`src/rtl/core/fpa_pkg.sv`:
```
// ----------------------------------------------------------------------------
// fpa_pkg
// Shared types and constants of the signed fixed-point ALU.
// ----------------------------------------------------------------------------
package fpa_pkg;

  localparam int FRAC_BITS_DEF = 8;
  localparam int DATA_W        = 32;
  localparam int CMD_W         = 4;
  localparam int STATUS_W      = 2;
  localparam int VAL_W         = 64;
  localparam int QUEUE_DEPTH   = 2;

  typedef enum logic [CMD_W-1:0] {
    CMD_ADD      = 4'd0,
    CMD_SUB      = 4'd1,
    CMD_MUL      = 4'd2,
    CMD_DIV      = 4'd3,
    CMD_GT       = 4'd4,
    CMD_LT       = 4'd5,
    CMD_GE       = 4'd6,
    CMD_LE       = 4'd7,
    CMD_EQ       = 4'd8,
    CMD_NE       = 4'd9,
    CMD_MIN      = 4'd10,
    CMD_MAX      = 4'd11,
    CMD_INC      = 4'd12,
    CMD_DEC      = 4'd13,
    CMD_FROM_INT = 4'd14,
    CMD_TO_INT   = 4'd15
  } cmd_t;

  typedef enum logic [STATUS_W-1:0] {
    STATUS_OK   = 2'd0,
    STATUS_OVF  = 2'd1,
    STATUS_DIV0 = 2'd2
  } status_t;

  typedef enum logic [1:0] {
    KIND_DONE = 2'd0,
    KIND_MUL  = 2'd1,
    KIND_DIV  = 2'd2
  } kind_t;

  // Decoded item as it sits in the queue
  typedef struct packed {
    kind_t              kind;
    logic               neg;
    logic [DATA_W-1:0]  mag_a;
    logic [DATA_W-1:0]  mag_b;
    logic [DATA_W-1:0]  result;
    logic               compare;
    status_t            status;
  } entry_t;

  // Item in flight through the back end
  typedef struct packed {
    kind_t              kind;
    logic               neg;
    logic [DATA_W-1:0]  result;
    logic               compare;
    status_t            status;
    logic [VAL_W-1:0]   val;
    logic [DATA_W-1:0]  rem;
    logic [DATA_W-1:0]  divisor;
  } stage_t;

endpackage

```
`src/rtl/core/fpa_queue.sv`:
```
// ----------------------------------------------------------------------------
// fpa_queue
// Short FIFO between front and back end.
// ----------------------------------------------------------------------------
module fpa_queue (
  input  logic            clk,
  input  logic            rst,
  input  logic            push_valid,
  output logic            push_ready,
  input  fpa_pkg::entry_t push_data,
  output logic            pop_valid,
  input  logic            pop_ready,
  output fpa_pkg::entry_t pop_data
);
  import fpa_pkg::*;

  localparam int PTR_W = (QUEUE_DEPTH > 1) ? $clog2(QUEUE_DEPTH) : 1;
  localparam int CNT_W = $clog2(QUEUE_DEPTH + 1);
  localparam logic [PTR_W-1:0] LAST = PTR_W'(QUEUE_DEPTH - 1);

  entry_t            slots [QUEUE_DEPTH];
  logic [PTR_W-1:0]  wr_ptr;
  logic [PTR_W-1:0]  rd_ptr;
  logic [CNT_W-1:0]  count;
  logic              do_push;
  logic              do_pop;

  assign push_ready = count != CNT_W'(QUEUE_DEPTH);
  assign pop_valid  = count != '0;
  assign pop_data   = slots[rd_ptr];
  assign do_push    = push_valid && push_ready;
  assign do_pop     = pop_valid && pop_ready;

  always_ff @(posedge clk) begin
    if (do_push) begin
      slots[wr_ptr] <= push_data;
    end
  end

  always_ff @(posedge clk) begin
    if (rst) begin
      wr_ptr <= '0;
      rd_ptr <= '0;
      count  <= '0;
    end else begin
      if (do_push) begin
        wr_ptr <= (wr_ptr == LAST) ? '0 : wr_ptr + PTR_W'(1);
      end
      if (do_pop) begin
        rd_ptr <= (rd_ptr == LAST) ? '0 : rd_ptr + PTR_W'(1);
      end
      case ({do_push, do_pop})
        2'b10:   count <= count + CNT_W'(1);
        2'b01:   count <= count - CNT_W'(1);
        default: count <= count;
      endcase
    end
  end

endmodule

```
`config.mk`:
```
export PLATFORM = sky130hd
export DESIGN_NAME = fpa_queue
export DESIGN_NICKNAME = d
export VERILOG_FILES = /design/src/rtl/core/fpa_pkg.sv /design/src/rtl/core/fpa_queue.sv
export SDC_FILE = /design/constraint.sdc
export NUM_CORES = 1
export LEC_CHECK = 0
export ABC_CLOCK_PERIOD_IN_PS = 3550
export BUFFER_PORTS_ARGS = -buffer_cell sky130_fd_sc_hd__buf_2
export CORE_ASPECT_RATIO = 1.75
export CORE_MARGIN = 1.5
export CORE_UTILIZATION = 45
export DETAILED_ROUTE_END_ITERATION = 16
export GPL_TIMING_DRIVEN = 0
export PLACE_DENSITY = 0.73
export SLEW_MARGIN = 40
export SYNTH_ARGS = -nofsm -noshare
export SYNTH_HDL_FRONTEND = slang
export SYNTH_SLANG_ARGS = --single-unit
```
`constraint.sdc`:
```
create_clock -name clk -period 3.55 [get_ports clk]
set_input_delay 0 -clock clk [delete_from_list [all_inputs] [get_ports clk]]
set_output_delay 0 -clock clk [all_outputs]
set_load 0.02 [all_outputs]
```
-- Word-level counts from Yosys, hierarchy flattened
Memories as Yosys holds them, arrays and structs flattened. A register that Yosys moved wholly into a read port is not among the register bits.
Index checks and enable logic that the tools add are counted.
- $add $sub $neg: 4
- equal/unequal tests: 3
- muxes and demuxes: 7
- reduce and logical (&&, ||, !) cells: 4
- operators by type and width (operator ; count):
    $mux W1 ; 6
    $pmux W2 S2 ; 1
    $reduce_bool A2 Y1 ; 2
    $add A1 B1 Y1 const B ; 2
    $add A2 B1 Y2 const B ; 1
    $eq A2 B1 Y1 const B ; 1
    $eq A2 B2 Y1 const B ; 1
    $logic_and A1 B1 Y1 ; 2
    $ne A2 B2 Y1 const B ; 1
    $sub A2 B1 Y2 const B ; 1
- flip-flop bits (word level): 4
- memory bits (writable): 204
- word-level logic and storage cells: 22
- memories kept: 1
- memories (name ; depth ; bits a word ; read ports ; clocked after memory_dff ; write ports ; RTL line ; RTL):
    slots ; 2 ; 102 ; 1 ; 1 ; 1 ; fpa_queue.sv:21 ; entry_t slots [QUEUE_DEPTH];

-- Depth between registers and ports, before layout
- depth in word-level cells: 4
- mapped depth: 6

-- Worst setup path after synthesis
OpenSTA, ideal clock, no wires.
- path kind: flip-flop to flip-flop
- start: register count[0]
- end: memory slots[1][0] in the netlist's numbering (enable)
- data arrival time: 3151 ps
- setup slack: -74 ps
- cell stages (with the launch flop): 3
- path buffers: 0
- cell sequence: dfxtp_1 -> nand2b_1 -> and3_1
- longest elaborated chain between the ends: 4
- RTL lines (item ; RTL line ; RTL):
    from (decl) ; fpa_queue.sv:24 ; logic [CNT_W-1:0] count;
    from (signal assigned) ; fpa_queue.sv:53 ; 2'b10: count <= count + CNT_W'(1);
    from (signal assigned) ; fpa_queue.sv:54 ; 2'b01: count <= count - CNT_W'(1);
    from (signal assigned) ; fpa_queue.sv:55 ; default: count <= count;
    $ne A2 B2 Y1 ; fpa_queue.sv:28 ; assign push_ready = count != CNT_W'(QUEUE_DEPTH);
    via push_ready ; fpa_queue.sv:9 ; output logic push_ready,
    $logic_and A1 B1 Y1 ; fpa_queue.sv:31 ; assign do_push = push_valid && push_ready;
    $mux W1 ; fpa_queue.sv:35 ; if (do_push) begin
    $mux W1 (not written as such) ; fpa_queue.sv:36 ; slots[wr_ptr] <= push_data;
    to (decl) ; fpa_queue.sv:21 ;
The timed path passes the listed nets, and every way through them passes these cells.

==> metrics.md <==
| Metric | Value |
|---|---|
| Yosys top cell area share | ~81% |
| Number of max-capacitance violations reported | 0 |
| Remaining antenna violation count after routing | 0 |
| Num CTS Buffers | 19 |
| Post-Place Setup Slack | about 1600 ps |
| Post-cts sizing count | 0 |
| Placed inst area | 8980 um^2 |
| CTS Sinks | between 200 and 250 |
| Clock Skews | 17.0 ps |
| Top post-synthesis cells by area | edfxtp_1 (81%), mux2_2 (15%), dfxtp_1 (1.3%), buf_4 (0.79%), xnor2_1 (0.23%) |
| Port buffer count | 209 |
| Pin count of the biggest net entering global routing | 65 |
| # fillers | around 1200 |
| Total wire length | 16500 um |
| Die H | around 170 um |
| Met2 usage | 36.0% |
| Drt wl/cell | 18.0 um |
| Final Critical Period | 1920 ps |
| Fin crit share | 54.2% |
| Clock slew at reported path FFs | 60 ps |
| Skew-Pair Late Insertion Delay | 480 ps |
| Cell area after layout | 10600 um^2 |
| Starting DRT DRC Count | between 100 and 150 |
| RSZ-0062 raised after global routing | false |
| Layout Nets | 786 |
| Final critical-path setup slack | 1630 ps |
| Slew of the pin with the lowest slew margin | 421 ps |
| CTS H-tree depth | 1 |
| Drt first pass iters | 4 |
| Routed vias/inst | 4.76 |
| Share of cells above drive strength 1 | 51.3% |
| Pins Over Slew Limit | 0 |
| Status | finished clean |
| Pwr/cell area | 693 nW/um^2 |
| Die Span X | slightly above 100 um |
| First-pass GRT wire length | ~25000 um |
| Worst R2R End | slots[0][17]$_DFFE_PP_ |
| Final hold violations | 0 |
| Hold WC Path Type | in -> reg |
| DR vias | about 4400 |
| Avg Cell Area, Syn | 22.2 um^2 |
| Hold path depth | 5 |
| Top FF cell, synth | edfxtp_1 |
| Yosys cell types | 20 |
| Worst slew margin | 72.0% |
| WP data arrival | 1920 ps |
| Net count after synthesis | 448 |
| Vias in the first global route | 4906 |
| Fin cells | 918 |
| Synth top cells by count | edfxtp_1 (204), mux2_2 (102), buf_4 (8) |
| Area of the die | 17600 um^2 |
| Achievable Freq | 520 MHz |
| Global routing's busiest layer | met2 |
| Most frequent cell after synthesis | edfxtp_1 |
| Post-Syn Area | 7570 um^2 |
| Core area | 16400 um^2 |
| Setup crit start kind | register |
| Leakage power | 4.01 nW |
| Critical Path Fanout Max | 10 |
| Critical path class | reg -> out |
| Initial antenna violation count | 2 |
| Worst Path Required | ~3600 ps |
| Setup Buffers After CTS | 0 |
| Yosys reg bits | 209 |
| DP Wirelength | 10000 um |
| Number of synthesized flops with an enable pin | 204 |
| R2R setup slack | 1640 ps |
| Grt total ovfl | 0 |
| # rows | 62 |
| Worst R2R Path Depth | 4 |
| Area delta synth->final | 40.2% |
| Global placer's final weighted congestion | a little over 0.7 |
| Post-synth ARST share | 0% |
| Root buf cell | clkbuf_16 |
| R2R Path Start | count[0]$_SDFFE_PP0P_ |
| TritonCTS clock tree | done |
| Met3 Use GR | 3.00% |
| Setup crit end kind | output port |
| Hold Slack | 91.1 ps |
| Yosys top cell by area | edfxtp_1 |
| Sequential area share after synthesis | 82.2% |
| Worst setup path end | pop_data[10] |
| Total track usage | 18.4% |
| Max Root-Sink Buffers | 3 |
| Met1 usage | 18.0% |
| Starting Density | 46.0% |
| Mapped Cells | between 300 and 400 |
| Max VDD drop | approximately 0.54 mV |
| Boundary Pins | 210 |
| Placed instance count | 777 |
| Remaining DRCs | 0 |
| Final setup violation count | 0 |
| Synth Warn # | 0 |
[area by class of cell]
type	count	area (um^2)	area share, %
inverter	1	11.3	0.106
multi-input combinational	120	1270	12.0
clock inverter	10	76.3	0.719
antenna	2	5.00	0.0471
sequential	209	6230	58.7
clock buffer	24	504	4.75
tap	224	280	2.64
buffer	11	75.1	0.707
timing repair buffer	317	2160	20.4
[cells in the final DEF (no fill, tap or decap), types with 2 or more instances in the layout]
master           n
xnor2_1          2
buf_2          212
diode_2          2
edfxtp_1       204
a21oi_1          2
buf_4            8
clkinv_2         3
mux2_2         102
dfxtp_1          5
nor2_1           3
clkbuf_1         4
clkinv_1         4
buf_12           2
dlygate4sd3_1  105
clkbuf_16       19
[per-stage QoR]
stage                     util [%]  setup TNS (ps)  power, mW
after floorplan                  -               0       4.69
after global placement        54.1          -49890       5.34
after detailed placement      54.6               0       5.40
after CTS                     64.5               0       7.42
after global routing          64.5               0       7.66
final                         64.5               0       7.36
[how the worst min path moves through the flow]
| stage | end | from | slack [ps] |
|---|---|---|---|
| 3_3_place_gp | slots[0][10]$_DFFE_PP_ | push_data[10] | 190 |
| 6_report | count[0]$_SDFFE_PP0P_ | push_valid | 90 |
| 2_1_floorplan | count[1]$_SDFFE_PP0P_ | rst | 70 |
| 5_1_grt | count[0]$_SDFFE_PP0P_ | push_valid | 100 |
| 4_1_cts | count[0]$_SDFFE_PP0P_ | push_valid | 80 |
| 3_5_place_dp | slots[0][88]$_DFFE_PP_ | push_data[88] | 190 |
[logic make-up after synthesis]
family	share of synthesized area [%]
AOI/OAI and AO/OA	0.430
xor gates and xnor gates	0.347
adders and majority gates	0.165
buffers and inverters	1.04
DFF	82.2
muxes	15.2
and+or+nand+nor	0.628
[worst max-delay path: stages, from the launching register on]
cell and delay, ps:
dfxtp_1 350, buf_2 300, buf_4 260, mux2_2 360, buf_2 160
[repair_timing]
item                                   CTS  global route
setup endpoints to repair                0             0
hold buffers                           105             0
endpoints found under the hold margin  209             0
[state kept, by name (all words and copies together), names as in the netlist, named ones only]
signal,flops
slots,204
count,2
rd_ptr,1
wr_ptr,1
[where the power goes]
group | leakage, nW | switching, mW | internal (mW)
clock network | 0.283 | 0.840 | 1.08
registers | 1.95 | 0.0891 | 3.11
logic | 1.77 | 1.30 | 0.935
[routing by layer]
layer | share of wire [%] | up-vias
li1 | - | 2034
met1 | 34 | 2142
met2 | 57 | 149
met3 | 4.6 | 47
met4 | 4.6 | 0
met5 | 0 | -
Power figures use the tool's default switching activity.
