<file path="src/rtl/core/fpa_pkg.sv">
// ----------------------------------------------------------------------------
// fpa_pkg
// Shared types and constants of the signed fixed-point ALU.
// ----------------------------------------------------------------------------
package fpa_pkg;

  localparam int FRAC_BITS_DEF = 8;
  localparam int DATA_W        = 32;
  localparam int CMD_W         = 4;
  localparam int STATUS_W      = 2;
  localparam int VAL_W         = 64;
  localparam int QUEUE_DEPTH   = 2;

  typedef enum logic [CMD_W-1:0] {
    CMD_ADD      = 4'd0,
    CMD_SUB      = 4'd1,
    CMD_MUL      = 4'd2,
    CMD_DIV      = 4'd3,
    CMD_GT       = 4'd4,
    CMD_LT       = 4'd5,
    CMD_GE       = 4'd6,
    CMD_LE       = 4'd7,
    CMD_EQ       = 4'd8,
    CMD_NE       = 4'd9,
    CMD_MIN      = 4'd10,
    CMD_MAX      = 4'd11,
    CMD_INC      = 4'd12,
    CMD_DEC      = 4'd13,
    CMD_FROM_INT = 4'd14,
    CMD_TO_INT   = 4'd15
  } cmd_t;

  typedef enum logic [STATUS_W-1:0] {
    STATUS_OK   = 2'd0,
    STATUS_OVF  = 2'd1,
    STATUS_DIV0 = 2'd2
  } status_t;

  typedef enum logic [1:0] {
    KIND_DONE = 2'd0,
    KIND_MUL  = 2'd1,
    KIND_DIV  = 2'd2
  } kind_t;

  // Decoded item as it sits in the queue
  typedef struct packed {
    kind_t              kind;
    logic               neg;
    logic [DATA_W-1:0]  mag_a;
    logic [DATA_W-1:0]  mag_b;
    logic [DATA_W-1:0]  result;
    logic               compare;
    status_t            status;
  } entry_t;

  // Item in flight through the back end
  typedef struct packed {
    kind_t              kind;
    logic               neg;
    logic [DATA_W-1:0]  result;
    logic               compare;
    status_t            status;
    logic [VAL_W-1:0]   val;
    logic [DATA_W-1:0]  rem;
    logic [DATA_W-1:0]  divisor;
  } stage_t;

endpackage

</file>
<file path="src/rtl/core/fpa_op_if.sv">
// ----------------------------------------------------------------------------
// fpa_op_if
// Operation channel: command and two raw fixed-point operands.
// ----------------------------------------------------------------------------
interface fpa_op_if;
  import fpa_pkg::*;

  logic                     valid;
  logic                     ready;
  logic [CMD_W-1:0]         cmd;
  logic signed [DATA_W-1:0] operand_a;
  logic signed [DATA_W-1:0] operand_b;

  modport source (output valid, cmd, operand_a, operand_b, input ready);
  modport sink   (input valid, cmd, operand_a, operand_b, output ready);
endinterface

</file>
<file path="src/rtl/core/fpa_front.sv">
// ----------------------------------------------------------------------------
// fpa_front
// Accepts operations, finishes the short ones and classifies mul and div.
// ----------------------------------------------------------------------------
module fpa_front #(
  parameter int FRAC_BITS = fpa_pkg::FRAC_BITS_DEF
) (
  fpa_op_if.sink          operation,
  input  logic            push_ready,
  output logic            push_valid,
  output fpa_pkg::entry_t push_data
);
  import fpa_pkg::*;

  localparam int EXT_W = 2 * DATA_W - 1;
  localparam logic [EXT_W-1:0] NEG_MAG = EXT_W'(64'h8000_0000);
  localparam logic [EXT_W-1:0] POS_MAG = EXT_W'(64'h7FFF_FFFF);

  logic [DATA_W-1:0] a_u;
  logic [DATA_W-1:0] b_u;
  logic [DATA_W-1:0] mag_a;
  logic [DATA_W-1:0] mag_b;
  logic [DATA_W-1:0] ti_mag;
  logic [EXT_W-1:0]  fi_mag;
  logic              a_neg;
  logic              b_neg;
  cmd_t              cmd;
  entry_t            e;

  assign a_u    = operation.operand_a;
  assign b_u    = operation.operand_b;
  assign a_neg  = a_u[DATA_W-1];
  assign b_neg  = b_u[DATA_W-1];
  assign mag_a  = a_neg ? (DATA_W'(0) - a_u) : a_u;
  assign mag_b  = b_neg ? (DATA_W'(0) - b_u) : b_u;
  assign ti_mag = mag_a >> FRAC_BITS;
  assign fi_mag = {{(EXT_W-DATA_W){1'b0}}, mag_a} << FRAC_BITS;
  assign cmd    = cmd_t'(operation.cmd);

  always_comb begin
    e         = '0;
    e.kind    = KIND_DONE;
    e.status  = STATUS_OK;
    e.neg     = a_neg ^ b_neg;
    e.mag_a   = mag_a;
    e.mag_b   = mag_b;
    case (cmd)
      CMD_ADD: e.result = a_u + b_u;
      CMD_SUB: e.result = a_u - b_u;
      CMD_MUL: e.kind = KIND_MUL;
      CMD_DIV: begin
        if (b_u == '0) begin
          e.status = STATUS_DIV0;
          e.result = a_neg ? DATA_W'(64'h8000_0000) : DATA_W'(64'h7FFF_FFFF);
        end else begin
          e.kind = KIND_DIV;
        end
      end
      CMD_GT:  e.compare = operation.operand_a >  operation.operand_b;
      CMD_LT:  e.compare = operation.operand_a <  operation.operand_b;
      CMD_GE:  e.compare = operation.operand_a >= operation.operand_b;
      CMD_LE:  e.compare = operation.operand_a <= operation.operand_b;
      CMD_EQ:  e.compare = a_u == b_u;
      CMD_NE:  e.compare = a_u != b_u;
      // ties pick b
      CMD_MIN: e.result = (operation.operand_a < operation.operand_b) ? a_u : b_u;
      CMD_MAX: e.result = (operation.operand_a > operation.operand_b) ? a_u : b_u;
      CMD_INC: e.result = a_u + DATA_W'(1);
      CMD_DEC: e.result = a_u - DATA_W'(1);
      CMD_FROM_INT: begin
        if (a_neg) begin
          if (fi_mag > NEG_MAG) begin
            e.status = STATUS_OVF;
            e.result = DATA_W'(64'h8000_0000);
          end else begin
            e.result = DATA_W'(0) - fi_mag[DATA_W-1:0];
          end
        end else if (fi_mag > POS_MAG) begin
          e.status = STATUS_OVF;
          e.result = DATA_W'(64'h7FFF_FFFF);
        end else begin
          e.result = fi_mag[DATA_W-1:0];
        end
      end
      CMD_TO_INT: e.result = a_neg ? (DATA_W'(0) - ti_mag) : ti_mag;
      default: e.result = '0;
    endcase
  end

  assign push_valid      = operation.valid;
  assign push_data       = e;
  assign operation.ready = push_ready;

endmodule

</file>
<file path="src/flat_wrapper.sv">
// flat-port wrapper written by rule: the top's interface ports become plain ports
module fpa_front_flat import fpa_pkg::*;
#(
  parameter int FRAC_BITS = fpa_pkg::FRAC_BITS_DEF
)
  (push_ready, push_valid, push_data, operation_valid, operation_cmd, operation_operand_a, operation_operand_b, operation_ready);
  fpa_op_if operation_i ();
  input  logic push_ready;
  output logic push_valid;
  output fpa_pkg::entry_t push_data;
  input wire logic [$bits(operation_i.valid)-1:0] operation_valid;
  input wire logic [$bits(operation_i.cmd)-1:0] operation_cmd;
  input wire logic [$bits(operation_i.operand_a)-1:0] operation_operand_a;
  input wire logic [$bits(operation_i.operand_b)-1:0] operation_operand_b;
  output wire logic [$bits(operation_i.ready)-1:0] operation_ready;
  assign operation_i.valid = operation_valid;
  assign operation_i.cmd = operation_cmd;
  assign operation_i.operand_a = operation_operand_a;
  assign operation_i.operand_b = operation_operand_b;
  assign operation_ready = operation_i.ready;
  fpa_front #(.FRAC_BITS(FRAC_BITS)) u_core (.operation(operation_i), .push_ready(push_ready), .push_valid(push_valid), .push_data(push_data));
endmodule
</file>
<file path="config.mk">
export PLATFORM = sky130hd
export DESIGN_NAME = fpa_front_flat
export DESIGN_NICKNAME = d
export VERILOG_FILES = /design/src/rtl/core/fpa_pkg.sv /design/src/rtl/core/fpa_op_if.sv /design/src/rtl/core/fpa_front.sv /design/src/flat_wrapper.sv
export SDC_FILE = /design/constraint.sdc
export NUM_CORES = 1
export LEC_CHECK = 0
export CAP_MARGIN = 20
export CORE_ASPECT_RATIO = 0.8
export CORE_MARGIN = 2
export CORE_UTILIZATION = 60
export DETAILED_ROUTE_END_ITERATION = 10
export DONT_BUFFER_PORTS = 1
export PLACE_DENSITY = 0.86
export SLEW_MARGIN = 20
export SYNTH_ARGS = -nofsm -noshare
export SYNTH_HDL_FRONTEND = slang
export SYNTH_SLANG_ARGS = --single-unit
</file>
<file path="constraint.sdc">
create_clock -name vclk -period 11.5
set_input_delay 0.575 -clock vclk [all_inputs]
set_output_delay 0.575 -clock vclk [all_outputs]
set_load 0.01 [all_outputs]
</file>
# Word level (Yosys, flattened, before mapping)
# Index checks and enable logic that the tools add are counted.
[word_totals]
register_bits = 0
latch_bits = 0
mem_bits_rw = 0
romBits = 0
inputBits = 70
output_inout_bits = 104
word_cells = 53
memories = 0
[classes]
addsub = 8
multipliers = 0
div_mod_pow = 0
magnitude_cmp = 6
eq_ne = 17
shift = 0
n_mux = 19
n_bitwise = 1
reduce_logical = 2
[ops]
columns = ["cell", "count"]
rows = [
  ["$mux W32", 10],
  ["$pmux W32 S9", 1],
  ["$sub A1 B32 Y32 const A", 3],
  ["$gt A40 B31 Y1 const B", 1],
  ["$gt A40 B32 Y1 const B", 1],
  ["$add A32 B1 Y32 const B", 1],
  ["$add A32 B32 Y32", 1],
  ["$eq A32 B32 Y1", 1],
  ["$eq A4 B4 Y1 const B", 8],
  ["$ge A32 B32 Y1", 1],
  ["$gt A32 B32 Y1", 1],
  ["$le A32 B32 Y1", 1],
  ["$logic_not A32 Y1", 1],
  ["$lt A32 B32 Y1", 1],
  ["$ne A32 B32 Y1", 1],
  ["$sub A32 B1 Y32 const B", 1],
  ["$sub A32 B32 Y32", 1],
  ["$sub A1 B24 Y25 const A", 1],
  ["$eq A4 B3 Y1 const B", 4],
  ["$eq A4 B2 Y1 const B", 2],
  ["$pmux W2 S2", 2],
  ["$mux W2", 3],
  ["$pmux W1 S6", 1],
  ["$eq A4 B1 Y1 const B", 1],
  ["3 further kinds", 4],
]

# Longest topological paths before layout
# Gate-level depths: netlist of the first run.
[logic_depth]
word_depth = 6
mapped_depth = 22

# Worst setup path before layout of the first run
# OpenSTA, ideal clock, no wires.
[synth_timing]
path_kind = "input-to-output"
startpoint = "input operation_operand_b[1]"
endpoint = "output push_data[33] (netlist name)"
arrival_ps = 4760
t_required_ps = 10925
slack_ps = 6165
path_stages = 18
path_buffers = 0
cell_sequence = "nor3_1 > nand3_1 > nor3_1 > nand3_1 > or2_2 > nor3_1 > xnor2_1 > a21oi_1 > ha_1 > a21o_1 > a21o_1 > a21oi_1 > o21ai_0 > a21o_1 > a21o_1 > a311oi_1 > xnor2_1 > a2111o_1"
[synth_lines]
columns = ["item", "line_no", "rtl"]
rows = [
  ["start, declared", "flat_wrapper.sv:14", "input wire logic [$bits(operation_i.operand_b)-1:0] operation_operand_b;"],
  ["end, declared", "flat_wrapper.sv:10", "output fpa_pkg::entry_t push_data;"],
]

==> results of run 1 <==
## through the flow
step                      cell area (um^2)  hold WS [ns]  setup slack [ns]  instances   util
after floorplan                       8620          1.21              6.16       1328      -
after global placement                8550          1.15              5.40       1427  0.604
after detailed placement              8550          1.15              5.39       1427  0.604
after CTS                             8550          1.15              5.35       1427  0.604
after global routing                  8550          1.15              4.87       1427  0.604
final                                 8550          1.15              5.27       1427  0.604
## power breakdown
| group | internal, mW | switching, mW | leakage (nW) |
|---|---|---|---|
| combinational | 0.170 | 0.278 | 3.32 |
| sequential | 0 | 0 | 0 |
| clock | 0 | 0 | 0 |
## per-layer routing
metal,track usage,up-vias,wire [um]
met3,0.140,120,6220
met4,0.114,0,1280
met1,0.606,4696,13400
li1,-,4756,-
met2,0.577,899,13200
met5,0,-,0
## cells by family (layout without fill, tap and decap cells)
group                    Yosys count  after routing  synth area share
adder cells (fa/ha/maj)           74             74             0.109
multiplexers                      33             33            0.0385
AO/OA/AOI/OAI                    430            430             0.333
buffers and inverters            165             80            0.0755
XOR/XNOR                         171            171             0.175
AND/OR/NAND/NOR                  455            455             0.270
## path summary, 6_finish.rpt
| check | endpoint | cells after the start | slack [ns] |
|---|---|---|---|
| setup / recovery | push_data[33] | 18 | 5.27 |
| hold / removal | push_valid | 0 | 1.15 |
## area by class of cell
cell class / count / area [um^2] / share of cell area
inverter: 71 / 267 / 0.0312
multi-input combinational: 1163 / 7990 / 0.934
timing repair buffer: 9 / 67.6 / 0.00790
tap: 184 / 230 / 0.0269
## synth_stat cells (18+ instances only)
cell	instances
nand4_1	28
o21ai_0	75
nand2_1	112
nand2b_1	24
nand3_1	47
nor3_1	40
xor2_1	34
a31oi_1	21
a21o_1	21
nor4_1	18
ha_1	72
clkbuf_1	73
nor2_1	89
mux2i_1	32
xnor2_1	136
o211ai_1	20
or3_1	25
a21oi_1	122
inv_1	70
## cell usage in the layout, fill, tap and decap left out, types with 8 or more instances in the layout
cell type    n
a21o_1      21
o21a_1      12
nand2_1    112
o22ai_1     11
a31oi_1     21
xnor2_1    136
nand4_1     28
a211oi_1    16
buf_4        9
ha_1        72
nand2b_1    24
nor4_1      18
a221oi_1    10
nand3_1     47
o21ai_0     75
o211ai_1    20
o31ai_1      8
mux2i_1     32
a22oi_1      8
and3_1      11
xor2_1      34
nor2b_1     14
o221ai_1    11
or3_1       25
nor3_1      40
inv_1       70
a21oi_1    122
or2_2        9
o21ai_1      9
nor2_1      88
==> run_results.csv, run 1 <==
group,metric,value,unit
cells_and_area,seq_cells,0,
setup_path,critPathTopFamily,"simple AND/OR/NAND/NOR gates",
pwr,p_leak,3.32,nW
drt,wl_per_cell,23.9,um
setup_path,crit_top_cell,"a21o_1",
cells_and_area,areaGrowthSynthToFinish,-0.813,%
die,start_util,0.609,
setup_path,startpoint_type,"input pin",
setup_path,crit_buf_inv,0,
flow_run,maxCapViolCount,0,
setup_path,crit_type,"in -> out",
timing,setup_tns,0,ns
cells_and_area,n_antenna_cell,0,
setup_path,critPathArrivalTime,5.66,ns
setup_path,cp_max_fo,6,
drt,route.detailed.drc,0,
drt,drt-vias-per-instance,7.34,
global_routing,grt_usage,0.416,
placement,io_buffers,0,
drt,drt_first_pass_iters,7,
die,num_rows,39,
global_routing,grt_pass1_vias,9321,
global_routing,overflow,0,
timing,period_needed,6.23,ns
timing,hold_viol_final,0,
yosys,syn_inst,1328,
timing,timing.final.crit_share,0.542,
die,die-area,15400,um^2
placement,dp_hpwl,26.9,mm
timing,clock.fmax,160,MHz
cells_and_area,clock_buffers,0,
cells_and_area,seqCellArea,0,um^2
yosys,mappedNetlistArea,8620,um^2
drt,first_iter_violations,1709,
clocking,post_cts_resized,0,
setup_path,critPathLaunch,"operation_operand_b[1]",
cells_and_area,finalNetCount,1389,
timing,relSlewSlack,0.325,
pwr,ir_worst_vdd,0.0000319,V
pwr,powerDensity,52.4,nW/um^2
global_routing,antenna_found_initial,0,
clocking,cts_setup_buffers,0,
setup_path,crit_path_end_kind,"output port",
yosys,synth.top_cells.by_area,"xnor2_1 14%, ha_1 10%, a21oi_1 7.1%",
yosys,netlist-cell-type-count,83,
placement,gp_congestion,1.06,
global_routing,grt_pass1_wl,52.3,mm
die,ios,174,
yosys,synth_nets,1472,
yosys,ys_warn_count,0,
min_path,hold_class,"in -> out",
status,status,"finished, final reports clean",
min_path,min_from,"operation_valid",
cells_and_area,drive_gt1_frac,0.0362,
timing,setup_viol,0,
clocking,postCtsHoldBufs,0,
yosys,synth_area_per_cell,6.49,um^2
setup_path,cpPeakStageDelay,0.60,ns
cells_and_area,fillers,1396,
die,fp.dieH,111,um
yosys,synth_largest_area_cell,"xnor2_1",
setup_path,slowest_stage,"nor3_1",
yosys,synth_top_area_frac,0.138,
drt,vias,10471,
yosys,yosysSeqAreaShare,0,
timing,worst_slew_pin_slew,1.00,ns
timing,drv_slew,0,
setup_path,cp_cell_sequence,"nor3_1, nand3_1, nor3_1, nand3_1, or2_2, nor3_1, xnor2_1, a21oi_1, ha_1, a21o_1, a21o_1, a21oi_1, o21ai_0, a21o_1, a21o_1, a311oi_1, xnor2_1, a2111o_1",
drt,routed_wl,34.1,mm
drt,ant_nets,0,
pwr,total_power,448,uW
setup_path,required,10.93,ns
timing,rsz0062_at_grt,"false",
global_routing,grt_max_degree,100,
die,dieWidth,138,um
die,core-area,14200,um^2
Power figures use the tool's default switching activity.
==> run 2, diff against run 1 <==
- clock period: 11.5 -> 6 ns (I/O delays scaled with it)
==> run 2 against run 1 <==
- critical path depth unchanged
- combinational power up 92%
- cell count up 0.35%
- critical path type unchanged
- largest power group unchanged
==> run_results.csv, run 2 (synthesized netlist as in run 1, its figures left out) <==
group,metric,value,unit
die,num_rows,39,
clocking,cts_setup_buffers,0,
placement,post_dp_cell_area,8590,um^2
setup_path,critPathArrivalTime,5.17,ns
timing,hold_slack,0.600,ns
placement,dpl_worst_slack,0.736,ns
min_path,min_from,"operation_valid",
timing,rsz0062_at_grt,"false",
global_routing,top_usage_layer,"met1",
pwr,powerDensity,100,nW/um^2
drt,vias,10556,
setup_path,cp_max_fo,6,
placement,gp_congestion,1.07,
global_routing,grt_max_degree,100,
setup_path,crit_path_end_kind,"output port",
cells_and_area,areaGrowthSynthToFinish,-0.377,%
global_routing,use_met3,0.129,
global_routing,grt_util_met2,0.597,
timing,setup_tns,0,ns
clocking,postCtsHoldBufs,0,
global_routing,grt_pass1_vias,9370,
timing,clock.fmax,183,MHz
setup_path,startpoint_type,"input pin",
timing,hold_viol_final,0,
pwr,p_leak,3.35,nW
die,ios,174,
flow_run,maxCapViolCount,0,
die,start_util,0.609,
timing,relSlewSlack,0.319,
drt,route.detailed.drc,0,
cells_and_area,clock_buffers,0,
cells_and_area,seqCellArea,0,um^2
die,dieWidth,138,um
pwr,ir_worst_vdd,0.0000602,V
global_routing,antenna_found_initial,0,
die,die-area,15400,um^2
drt,drt_first_pass_iters,6,
cells_and_area,fin_area,8590,um^2
die,fp.dieH,111,um
drt,first_iter_violations,1718,
drt,drt-vias-per-instance,7.37,
global_routing,grt_use_met1,0.621,
timing,final.setup.worst_slack,0.531,ns
global_routing,overflow,0,
cells_and_area,mostFrequentLayoutCell,"xnor2_1",
drt,ant_nets,0,
global_routing,grt_usage,0.425,
cells_and_area,seq_cells,0,
timing,timing.final.crit_share,0.912,
cells_and_area,drive_gt1_frac,0.0401,
cells_and_area,finalNetCount,1394,
status,status,"finished, final reports clean",
min_path,hold_depth,0,
clocking,post_cts_resized,0,
drt,wl_per_cell,24.2,um
cells_and_area,mostFrequentLayoutCells,"136 x xnor2_1, 122 x a21oi_1, 112 x nand2_1, 88 x nor2_1, 75 x o21ai_0",
setup_path,crit_type,"in -> out",
die,core-area,14200,um^2
min_path,hold_class,"in -> out",
drt,routed_wl,34.6,mm
timing,worst_slew_pin_slew,1.02,ns
timing,period_needed,5.47,ns
setup_path,required,5.70,ns
min_path,hold_end,"push_valid",
placement,dp_hpwl,27.4,mm
timing,drv_slew,0,
global_routing,grt_pass1_wl,53.5,mm
cells_and_area,n_antenna_cell,0,
timing,setup_viol,0,
placement,io_buffers,0,
run 2: area by class of cell:
cell class / instances / area (um^2)
fill: 1406 / 5560
inverter: 71 / 267
multi-input combinational: 1163 / 7990
tap: 184 / 230
timing repair buffer: 14 / 105
run 2: worst max path at each step:
stage	from	end	slack, ns	cells after the start
2_1_floorplan	operation_operand_b[1]	push_data[33]	1.21	18
3_3_place_gp	operation_operand_b[1]	push_data[33]	0.81	18
3_5_place_dp	operation_operand_b[1]	push_data[33]	0.74	18
4_1_cts	operation_operand_b[1]	push_data[33]	0.70	18
5_1_grt	operation_operand_b[1]	push_data[33]	0.19	18
6_report	operation_operand_b[1]	push_data[33]	0.53	18
run 2: worst max-delay path, cell delays in order:
cell and delay, ns:
nor3_1 0.45, nand3_1 0.23, nor3_1 0.37, nand3_1 0.25, or2_2 0.38, nor3_1 0.44
xnor2_1 0.18, a21oi_1 0.08, ha_1 0.37, a21o_1 0.22, a21o_1 0.17, a21oi_1 0.13
o21ai_0 0.16, a21o_1 0.28, a21o_1 0.24, a311oi_1 0.33, xnor2_1 0.11, a2111o_1 0.46
run 2: report_power, final:
part | total, mW | switching (mW) | internal, mW
logic | 0.860 | 0.533 | 0.327
registers | 0 | 0 | 0
clock network | 0 | 0 | 0
run 2: through the flow:
| step | total power [mW] | utilization | std cells |
|---|---|---|---|
| after floorplan | 0.684 | - | 1328 |
| after global placement | 0.819 | 0.607 | 1432 |
| after detailed placement | 0.824 | 0.607 | 1432 |
| after CTS | 0.829 | 0.607 | 1432 |
| after global routing | 0.922 | 0.607 | 1432 |
| final | 0.860 | 0.607 | 1432 |
run 2: per-layer routing:
layer | part of all wire | wire length, um | vias to the layer above
li1 | - | - | 4772
met1 | 0.40 | 13900 | 4810
met2 | 0.38 | 13300 | 864
met3 | 0.18 | 6140 | 110
met4 | 0.036 | 1250 | 0
met5 | 0 | 0 | -
